[src/hdl/pss_pkg.sv]
// types and constants for the pump sequencer with ramp
// no dependencies
package pss_pkg;

  localparam int unsigned LevelW = 16;
  localparam int unsigned TimeW  = 32;
  localparam int unsigned DutyW  = 8;
  localparam int unsigned CfgIdxW = 3;
  localparam int unsigned CfgDataW = 32;

  localparam logic [LevelW-1:0] LevelMax = 16'hFFFF;
  localparam logic [7:0]        DutyMax  = 8'd255;

  typedef enum logic [2:0] {
    MODE_INIT    = 3'd0,
    MODE_PRIME   = 3'd1,
    MODE_ARMED   = 3'd2,
    MODE_FLOW    = 3'd3,
    MODE_HOLDING = 3'd4,
    MODE_STOPPED = 3'd5
  } mode_e;

  typedef enum logic [CfgIdxW-1:0] {
    CFG_PACK_THRESH  = 3'd0,
    CFG_HOLD_TIME_MS = 3'd1,
    CFG_PRIME_POWER  = 3'd2,
    CFG_FLOW_POWER   = 3'd3,
    CFG_RAMP_STEP    = 3'd4
  } cfg_idx_e;

  localparam logic [LevelW-1:0] RstPackThresh = 16'd80;
  localparam logic [TimeW-1:0]  RstHoldTimeMs = 32'd10000;
  localparam logic [LevelW-1:0] RstPrimePower = 16'd22000;
  localparam logic [LevelW-1:0] RstFlowPower  = 16'd11000;
  localparam logic [LevelW-1:0] RstRampStep   = 16'd100;

  typedef struct packed {
    logic [LevelW-1:0] pack_thresh;
    logic [TimeW-1:0]  hold_time_ms;
    logic [LevelW-1:0] prime_power;
    logic [LevelW-1:0] flow_power;
    logic [LevelW-1:0] ramp_step;
  } cfg_t;

  typedef struct packed {
    logic [2:0]        mode;
    logic [LevelW-1:0] target_level;
    logic [LevelW-1:0] current_level;
    logic [TimeW-1:0]  hold_start_ms;
  } state_t;

endpackage

[src/hdl/pss_step.sv]
// next-state logic for one tick: mode step, ramp and pwm duty
// depends on pss_pkg
module pss_step import pss_pkg::*; (
  input  cfg_t              cfg_i,
  input  state_t            state_i,
  input  logic              obstruction_closed_i,
  input  logic [LevelW-1:0] pressure_i,
  input  logic [TimeW-1:0]  now_ms_i,
  output state_t            state_o,
  output logic [DutyW-1:0]  pwm_duty_o,
  output logic              task_complete_o
);

  logic              packed_w;
  logic [TimeW-1:0]  elapsed;
  state_t            seq;
  logic [LevelW:0]   up_sum;
  logic [LevelW-1:0] level_d;
  logic [23:0]       duty_prod;
  logic [7:0]        duty_q0;
  logic [LevelW:0]   duty_rem;

  assign packed_w = pressure_i >= cfg_i.pack_thresh;
  assign elapsed  = now_ms_i - state_i.hold_start_ms;

  always_comb begin
    seq             = state_i;
    task_complete_o = 1'b0;
    unique case (state_i.mode)
      MODE_INIT: begin
        seq.mode = obstruction_closed_i ? MODE_ARMED : MODE_PRIME;
      end
      MODE_PRIME: begin
        seq.target_level = cfg_i.prime_power;
        if (obstruction_closed_i) begin
          seq.mode = MODE_ARMED;
        end
      end
      MODE_ARMED: begin
        seq.target_level = '0;
        if (!obstruction_closed_i) begin
          seq.mode = MODE_FLOW;
        end
      end
      MODE_FLOW: begin
        seq.target_level = cfg_i.flow_power;
        if (packed_w) begin
          seq.mode          = MODE_HOLDING;
          seq.hold_start_ms = now_ms_i;
        end
      end
      MODE_HOLDING: begin
        seq.target_level = cfg_i.flow_power;
        if (!packed_w) begin
          seq.mode = MODE_FLOW;
        end else if (elapsed >= cfg_i.hold_time_ms) begin
          seq.mode = MODE_STOPPED;
        end
      end
      MODE_STOPPED: begin
        seq.target_level = '0;
        task_complete_o  = 1'b1;
        if (obstruction_closed_i) begin
          seq.mode = MODE_ARMED;
        end
      end
      default: begin
        seq = state_i;
      end
    endcase
  end

  // ramp toward target, saturating at both ends
  assign up_sum = {1'b0, state_i.current_level} + {1'b0, cfg_i.ramp_step};

  always_comb begin
    priority if (seq.target_level > state_i.current_level) begin
      level_d = up_sum[LevelW] ? LevelMax : up_sum[LevelW-1:0];
    end else if (seq.target_level < state_i.current_level) begin
      level_d = (state_i.current_level > cfg_i.ramp_step) ?
                (state_i.current_level - cfg_i.ramp_step) : '0;
    end else begin
      level_d = state_i.current_level;
    end
  end

  always_comb begin
    state_o               = seq;
    state_o.current_level = level_d;
  end

  // level*255/65535: estimate by >>16, then one correction step
  assign duty_prod  = {8'd0, level_d} * {16'd0, DutyMax};
  assign duty_q0    = duty_prod[23:16];
  assign duty_rem   = {1'b0, duty_prod[15:0]} + {9'd0, duty_q0};
  assign pwm_duty_o = (duty_rem >= {1'b0, LevelMax}) ? (duty_q0 + 8'd1) : duty_q0;

endmodule

[src/hdl/pump_sequencer_with_ramp.sv]
// top level of the pump sequencer with drive-level ramp
// depends on pss_pkg and pss_step
//
// One input transaction is one control tick and yields exactly one result
// transaction. The tick is worked out combinationally and the result lands
// in an output register, so results appear in the cycle after acceptance
// and a new tick is accepted every cycle while the output register is empty
// or being drained. Throughput is one transaction per cycle, set by the
// single output register: when the consumer stalls, input stalls with it.
// Configuration writes take effect at the next clock edge.
module pump_sequencer_with_ramp import pss_pkg::*; (
  input  logic                clk_i,
  input  logic                rst_ni,
  input  logic                cfg_we_i,
  input  logic [CfgIdxW-1:0]  cfg_idx_i,
  input  logic [CfgDataW-1:0] cfg_wdata_i,
  input  logic                in_valid_i,
  output logic                in_ready_o,
  input  logic                obstruction_closed_i,
  input  logic [LevelW-1:0]   pressure_i,
  input  logic [TimeW-1:0]    now_ms_i,
  output logic                out_valid_o,
  input  logic                out_ready_i,
  output logic [LevelW-1:0]   drive_level_o,
  output logic [DutyW-1:0]    pwm_duty_o,
  output logic                task_complete_o,
  output logic [2:0]          mode_o
);

  cfg_t              cfg_q;
  state_t            state_q, state_d;
  logic              in_acc;
  logic              out_valid_q;
  logic [LevelW-1:0] drive_level_q;
  logic [DutyW-1:0]  pwm_duty_q, pwm_duty_d;
  logic              task_complete_q, task_complete_d;
  logic [2:0]        mode_q;

  assign in_ready_o = !out_valid_q || out_ready_i;
  assign in_acc     = in_valid_i && in_ready_o;

  always_ff @(posedge clk_i or negedge rst_ni) begin
    if (!rst_ni) begin
      cfg_q.pack_thresh  <= RstPackThresh;
      cfg_q.hold_time_ms <= RstHoldTimeMs;
      cfg_q.prime_power  <= RstPrimePower;
      cfg_q.flow_power   <= RstFlowPower;
      cfg_q.ramp_step    <= RstRampStep;
    end else if (cfg_we_i) begin
      case (cfg_idx_i)
        CFG_PACK_THRESH:  cfg_q.pack_thresh  <= cfg_wdata_i[LevelW-1:0];
        CFG_HOLD_TIME_MS: cfg_q.hold_time_ms <= cfg_wdata_i[TimeW-1:0];
        CFG_PRIME_POWER:  cfg_q.prime_power  <= cfg_wdata_i[LevelW-1:0];
        CFG_FLOW_POWER:   cfg_q.flow_power   <= cfg_wdata_i[LevelW-1:0];
        CFG_RAMP_STEP:    cfg_q.ramp_step    <= cfg_wdata_i[LevelW-1:0];
        default: begin
        end
      endcase
    end
  end

  pss_step u_step (
    .cfg_i                (cfg_q),
    .state_i              (state_q),
    .obstruction_closed_i (obstruction_closed_i),
    .pressure_i           (pressure_i),
    .now_ms_i             (now_ms_i),
    .state_o              (state_d),
    .pwm_duty_o           (pwm_duty_d),
    .task_complete_o      (task_complete_d)
  );

  always_ff @(posedge clk_i or negedge rst_ni) begin
    if (!rst_ni) begin
      state_q.mode          <= MODE_INIT;
      state_q.target_level  <= '0;
      state_q.current_level <= '0;
      state_q.hold_start_ms <= '0;
    end else if (in_acc) begin
      state_q <= state_d;
    end
  end

  always_ff @(posedge clk_i or negedge rst_ni) begin
    if (!rst_ni) begin
      out_valid_q <= 1'b0;
    end else if (in_acc) begin
      out_valid_q <= 1'b1;
    end else if (out_ready_i) begin
      out_valid_q <= 1'b0;
    end
  end

  always_ff @(posedge clk_i) begin
    if (in_acc) begin
      drive_level_q   <= state_d.current_level;
      pwm_duty_q      <= pwm_duty_d;
      task_complete_q <= task_complete_d;
      mode_q          <= state_d.mode;
    end
  end

  assign out_valid_o     = out_valid_q;
  assign drive_level_o   = drive_level_q;
  assign pwm_duty_o      = pwm_duty_q;
  assign task_complete_o = task_complete_q;
  assign mode_o          = mode_q;

endmodule

[config.mk]
export PLATFORM = sky130hd
export DESIGN_NAME = pump_sequencer_with_ramp
export DESIGN_NICKNAME = d
export VERILOG_FILES = /design/src/hdl/pss_pkg.sv /design/src/hdl/pss_step.sv /design/src/hdl/pump_sequencer_with_ramp.sv
export SDC_FILE = /design/constraint.sdc
export NUM_CORES = 1
export LEC_CHECK = 0
export ABC_CLOCK_PERIOD_IN_PS = 12700
export BUFFER_PORTS_ARGS = -buffer_cell sky130_fd_sc_hd__buf_4
export CAP_MARGIN = 20
export CORE_MARGIN = 2
export CORE_UTILIZATION = 44
export CTS_CLUSTER_SIZE = 30
export DETAILED_ROUTE_END_ITERATION = 7
export PLACE_DENSITY = 0.59
export SETUP_SLACK_MARGIN = 0.15
export SLEW_MARGIN = 20
export SYNTH_ARGS = -nofsm -noshare
export SYNTH_HDL_FRONTEND = slang
export SYNTH_SLANG_ARGS = --single-unit
[constraint.sdc]
create_clock -name clk_i -period 12.7 [get_ports clk_i]
set_input_delay 3.81 -clock clk_i [delete_from_list [all_inputs] [get_ports clk_i]]
set_output_delay 3.81 -clock clk_i [all_outputs]
set_load 0.005 [all_outputs]
==> results.cfg, run 1 <==
[worst_setup_path]
ff2ff_setup_slack_ns = 0.79
cp-end-kind = flip-flop
crit_start = state_q[32]$_DFFE_PN0P_
worst_ep_required_time_ns = 12.90
r2r-end = pwm_duty_o[5]$_DFFE_PP_
slowest_delay_ns = 0.56
reg2reg_from = state_q[32]$_DFFE_PN0P_
slowest_stage = fa_1
critPathMostFrequentCell = inv_1
crit_type = reg2reg
r2r_cells = 47
path_max_fanout = 6
crit_arrival_ns = 12.12
startpoint_type = flip-flop

[timing]
hold-worst-slack_ns = 0.487
setup-tns-final_ns = 0
finalWorstSetupSlack_ns = 0.787
post-route-period-util = 0.938
fmax_mhz = 83.9
report.final.hold_viol_count = 0
grt_setup_unrepaired = no
slew_violations = 0
tightest_slew_ns = 0.982
setup-violations-final = 0
finClkSkew_ns = 0.0136
post-route-min-period_ns = 11.91
max_slew_margin = 0.344

[final_layout]
multiInputGateArea_um2 = 10400
area_growth_pct = 12.9
seqCellArea_um2 = 4980
num-fill-cells = 3583
final_common_cell = inv_1
postLayoutCoreUtil = 0.502
antennaDiodeCount = 0
drive_gt1_frac = 0.181
layout_common_cells = 268 x inv_1, 179 x ha_1, 145 x buf_4
final_nets = 2211

[flow_run]
maxCapViolCount = 0

[placed_design]
io_buffers = 118
gp_congestion = 0.862
place_ws_ns = 0.552
dp_hpwl_mm = 31.8

[grt]
grt_max_degree = 98
grt_pass1_vias = 13100
antenna_found_initial = 0
grt_pass1_wl_mm = 67.4
gr-usage-all-layers = 0.216
grt-ovfl-total = 0

[drt]
drtIter0Drc = 492
wl_mm = 40.3
final_antenna_net_count = 0
wl_per_cell_um = 16.9
viasPerCell = 5.33
drcViolationCount = 0
via_count = 12800
firstDrtPassIters = 5

[clocking]
htree_levels = 4
cts_buffer_depth = 2
clkSinkCount = 192
holdBufCountCts = 0
cts_tree = done
clk_latency_ns = 0.45
cts_buffers = 17
clk_pin_slew_worst_paths_ns = 0.08
cts-root-buf = clkbuf_16

[yosys]
synth-main-ff-cell = dfrtp_1
syn_nets = 2106
ys_ff_latch = 192
syn-cell-area_um2 = 16600
ys_warn_count = 0
async_reset_ff_frac = 0.854
synth_edf_count = 28
syn_inst = 1764
synth_seq_area_share = 0.300
synth_cell_type_count = 91
syn-mean-instance-area_um2 = 9.42

[floorplanning]
die_h_um = 198
fp.dieW_um = 198
dieArea_um2 = 39300
start_util = 0.444
core_um2 = 37400
num_rows = 71
ioPinCount = 119

[hold_path]
worstHoldPathCells = 1
hold_path_end = state_q[23]$_DFFE_PN0P_
min_from = state_q[23]$_DFFE_PN0P_
min_path_type = reg2reg

[status]
outcome = completed
-- critical path: cells and delay by family, from the launching register on --
family          cells  cell delay [ns]
simple gates        7             1.73
xor+xnor            3             0.36
fa+ha+maj           8             3.42
compound gates     19             4.73
buf+inv            10             0.96
flops               1             0.48
-- cell families after synthesis --
group	after synthesis	share of synthesized area
adder cells (fa/ha/maj)	253	0.224
AND/OR/NAND/NOR	338	0.0999
XOR/XNOR	67	0.0371
buffers and inverters	331	0.0776
AO/OA/AOI/OAI	471	0.187
flip-flops	192	0.300
multiplexers	112	0.0747
-- cell usage after synthesis (21+ instances only) --
| cell type | n | area (µm²) |
|---|---|---|
| o21a_1 | 24 | 180 |
| a22oi_1 | 21 | 158 |
| o21ai_0 | 110 | 551 |
| inv_1 | 269 | 1010 |
| dfrtp_1 | 138 | 3450 |
| edfxtp_1 | 28 | 841 |
| nand2_1 | 114 | 428 |
| nor3_1 | 26 | 130 |
| a21oi_1 | 111 | 556 |
| clkbuf_1 | 49 | 184 |
| nor2_1 | 75 | 282 |
| a211oi_1 | 22 | 165 |
| ha_1 | 179 | 2240 |
| xnor2_1 | 44 | 385 |
| dfstp_2 | 26 | 683 |
| a21o_1 | 50 | 375 |
| mux2_2 | 86 | 968 |
| o22ai_1 | 24 | 150 |
| fa_1 | 74 | 1480 |
-- layer usage --
layer / vias up / routed length, µm / GRT usage
met1: 6188 / 18300 / 0.276
met2: 188 / 20100 / 0.384
met5: - / 0 / 0
met3: 47 / 1140 / 0.0291
li1: 6328 / - / -
met4: 0 / 750 / 0.0551
-- sequential cells by signal, summed over array words and instances (netlist names) --
signal and cells:
task_complete_o 1, cfg_q 96, pwm_duty_o 8, out_valid_o 1, drive_level_o 16, mode_o 3
state_q 67
-- worst max path at each step --
stage	end	depth (start not counted)
finish	pwm_duty_o[5]$_DFFE_PP_	47
global route	pwm_duty_o[5]$_DFFE_PP_	47
CTS	pwm_duty_o[5]$_DFFE_PP_	46
floorplan	pwm_duty_o[5]$_DFFE_PP_	48
global placement	pwm_duty_o[5]$_DFFE_PP_	46
detailed placement	pwm_duty_o[5]$_DFFE_PP_	46
-- per-stage QoR --
step / area, µm² / cells
floorplan: 16600 / 1764
global route: 18800 / 2393
global placement: 18100 / 2361
CTS: 18700 / 2393
finish: 18800 / 2393
detailed placement: 18100 / 2361
-- final cells by class --
class                   instances  share of cell area
well taps                     511              0.0341
clock buffers                  18              0.0234
flip-flops and latches        192               0.265
clock inverters                14             0.00854
inverters                     269              0.0538
repair buffers                148              0.0607
multi-input cells            1241               0.554
-- what timing repair did --
item / 4_1_cts / 5_1_grt
setup endpoints to repair: 0 / 8
resized for setup: 0 / 7
buffers inserted: 0 / 0
Power of run 1 is not shown: default switching activity piles up to over one toggle a cycle in this logic, so the estimate is an artifact.
==> run 2, diff against run 1 <==
--- a/config.mk
+++ b/config.mk
@@ -5,6 +5,7 @@
 export SDC_FILE = /design/constraint.sdc
 export NUM_CORES = 1
 export LEC_CHECK = 0
+export ABC_AREA = 1
 export ABC_CLOCK_PERIOD_IN_PS = 12700
 export BUFFER_PORTS_ARGS = -buffer_cell sky130_fd_sc_hd__buf_4
 export CAP_MARGIN = 20
==> results.cfg, run 2 <==
[yosys]
yosysMostFrequentCell = nand2_1
ys_warn_count = 0
ys_ff_latch = 192
syn-cell-area_um2 = 16400
synth_area_leaders = dfrtp_1 21%, ha_1 14%, nand2_1 9.5%, fa_1 9.1%, inv_1 8.6%
yosys.area.top_type = dfrtp_1
synth-main-ff-cell = dfrtp_1
synthTopCellsByCount = 413 x nand2_1, 373 x inv_1, 179 x ha_1
synth_seq_area_share = 0.304
async_reset_ff_frac = 0.854
synth_cell_type_count = 66
netlist.area_leader.share = 0.211
syn_inst = 2074
synth_edf_count = 28
syn_nets = 2416
syn-mean-instance-area_um2 = 7.88

[timing]
tightest_slew_ns = 1.04
setup-violations-final = 0
max_slew_margin = 0.304
post-route-period-util = 0.872
slew_violations = 0
finClkSkew_ns = 0.0157
setup-tns-final_ns = 0
post-route-min-period_ns = 11.07
grt_setup_unrepaired = no
report.final.hold_viol_count = 0
fmax_mhz = 90.3

[grt]
grtUsageMet2 = 0.380
grt_pass1_wl_mm = 69.6
globalRouteMet1Util = 0.310
antenna_found_initial = 0
gr-usage-all-layers = 0.224
grt-ovfl-total = 0
globalRouteMet3Util = 0.0233
grt_max_degree = 66
busiest_layer = met2
grt_pass1_vias = 13800

[worst_setup_path]
cpLargestDelayFamily = simple AND/OR/NAND/NOR gates
startpoint_type = flip-flop
worst_ep_required_time_ns = 12.91
slowest_stage = nor2_1
crit_arrival_ns = 11.28
crit_type = reg2reg
worst-path-buf-inv = 10
path_max_fanout = 18
slowest_delay_ns = 0.76
critPathMostFrequentCell = nand2_1
cp-end-kind = flip-flop

[final_layout]
seqCellArea_um2 = 4980
layout_common_cells = 413 x nand2_1, 373 x inv_1, 179 x ha_1
drive_gt1_frac = 0.116
postLayoutCoreUtil = 0.503
largest-register = cfg_q
num-fill-cells = 3635
antennaDiodeCount = 0
area_growth_pct = 12.5
stdcell_count = 2658
final_nets = 2519
final_common_cell = nand2_1
multiInputGateArea_um2 = 9760
largest_reg_flops = 96

[clocking]
htree_levels = 4
cts_tree = done
cts-root-buf = clkbuf_16
cts_resized = 0
holdBufCountCts = 0
postCtsSetupRepairBufs = 0
cts_buffers = 17
clk_pin_slew_worst_paths_ns = 0.09
clkSinkCount = 192
clk_latency_ns = 0.46
cts_buffer_depth = 2

[drt]
final_antenna_net_count = 0
viasPerCell = 5.14
via_count = 13700
wl_per_cell_um = 15.6
drcViolationCount = 0
wl_mm = 41.5
firstDrtPassIters = 5
drtIter0Drc = 723

[status]
outcome = completed

[placed_design]
gp_congestion = 0.892
io_buffers = 118
dp.cells = 2625
dp_hpwl_mm = 33.5

[floorplanning]
core_um2 = 36600
num_rows = 70
start_util = 0.447
dieArea_um2 = 38700
ioPinCount = 119
fp.dieW_um = 197
die_h_um = 197

[flow_run]
maxCapViolCount = 0

[hold_path]
min_path_type = reg2reg
run 2: path summary, 6_finish.rpt:
kind / startpoint / to / slack, ns / depth (start not counted)
max in group asynchronous: rst_ni / cfg_q[4]$_DFFE_PN0P_ / 7.57 / 3
worst min register to register: state_q[56]$_DFFE_PN0P_ / state_q[56]$_DFFE_PN0P_ / 0.49 / 2
worst max register to register: state_q[65]$_DFFE_PN0P_ / pwm_duty_o[3]$_DFFE_PP_ / 1.63 / 52
min in group asynchronous: rst_ni / state_q[23]$_DFFE_PN0P_ / 3.34 / 1
worst max-delay path: state_q[65]$_DFFE_PN0P_ / pwm_duty_o[3]$_DFFE_PP_ / 1.63 / 52
worst min-delay path: state_q[56]$_DFFE_PN0P_ / state_q[56]$_DFFE_PN0P_ / 0.49 / 2
run 2: kinds of logic after synthesis:
family,count (synthesis),share of synthesized area
AO/OA/AOI/OAI,419,0.143
buffers and inverters,432,0.100
XOR/XNOR,73,0.0400
multiplexers,1,0.000689
flip-flops,192,0.304
AND/OR/NAND/NOR,704,0.185
adder cells (fa/ha/maj),253,0.228
run 2: through the flow:
step | setup WS [ns] | hold slack [ns] | instance area [µm²]
6_report | 1.63 | 0.486 | 18400
5_1_grt | 0.780 | 0.513 | 18400
4_1_cts | 1.62 | 0.489 | 18400
3_5_place_dp | 1.70 | 0.467 | 17700
3_3_place_gp | 1.64 | 0.462 | 17700
2_1_floorplan | 3.84 | 0.450 | 16400
run 2: worst register-to-register path, delay by kind of cell, from the launching register on:
kind | cells | cell delay (ns)
compound gates | 5 | 1.33
xor+xnor | 2 | 0.24
fa+ha+maj | 8 | 3.56
flops | 1 | 0.44
simple gates | 27 | 3.86
buf+inv | 10 | 1.39
run 2: layer usage:
metal  wire [µm]  part of all wire  vias up
met1       20100              0.48     6502
met2       19600              0.47      234
met3        1250             0.030       34
met5           0                 0        -
li1            -                 -     6882
met4         519             0.013        0
run 2: final cells by class:
class | instances | share of cell area
clock inverters | 15 | 0.0114
inverters | 384 | 0.0783
multi-input cells | 1450 | 0.530
clock buffers | 17 | 0.0231
repair buffers | 132 | 0.0545
well taps | 468 | 0.0318
flip-flops and latches | 192 | 0.270
Power of run 2 is left out for the same reason.
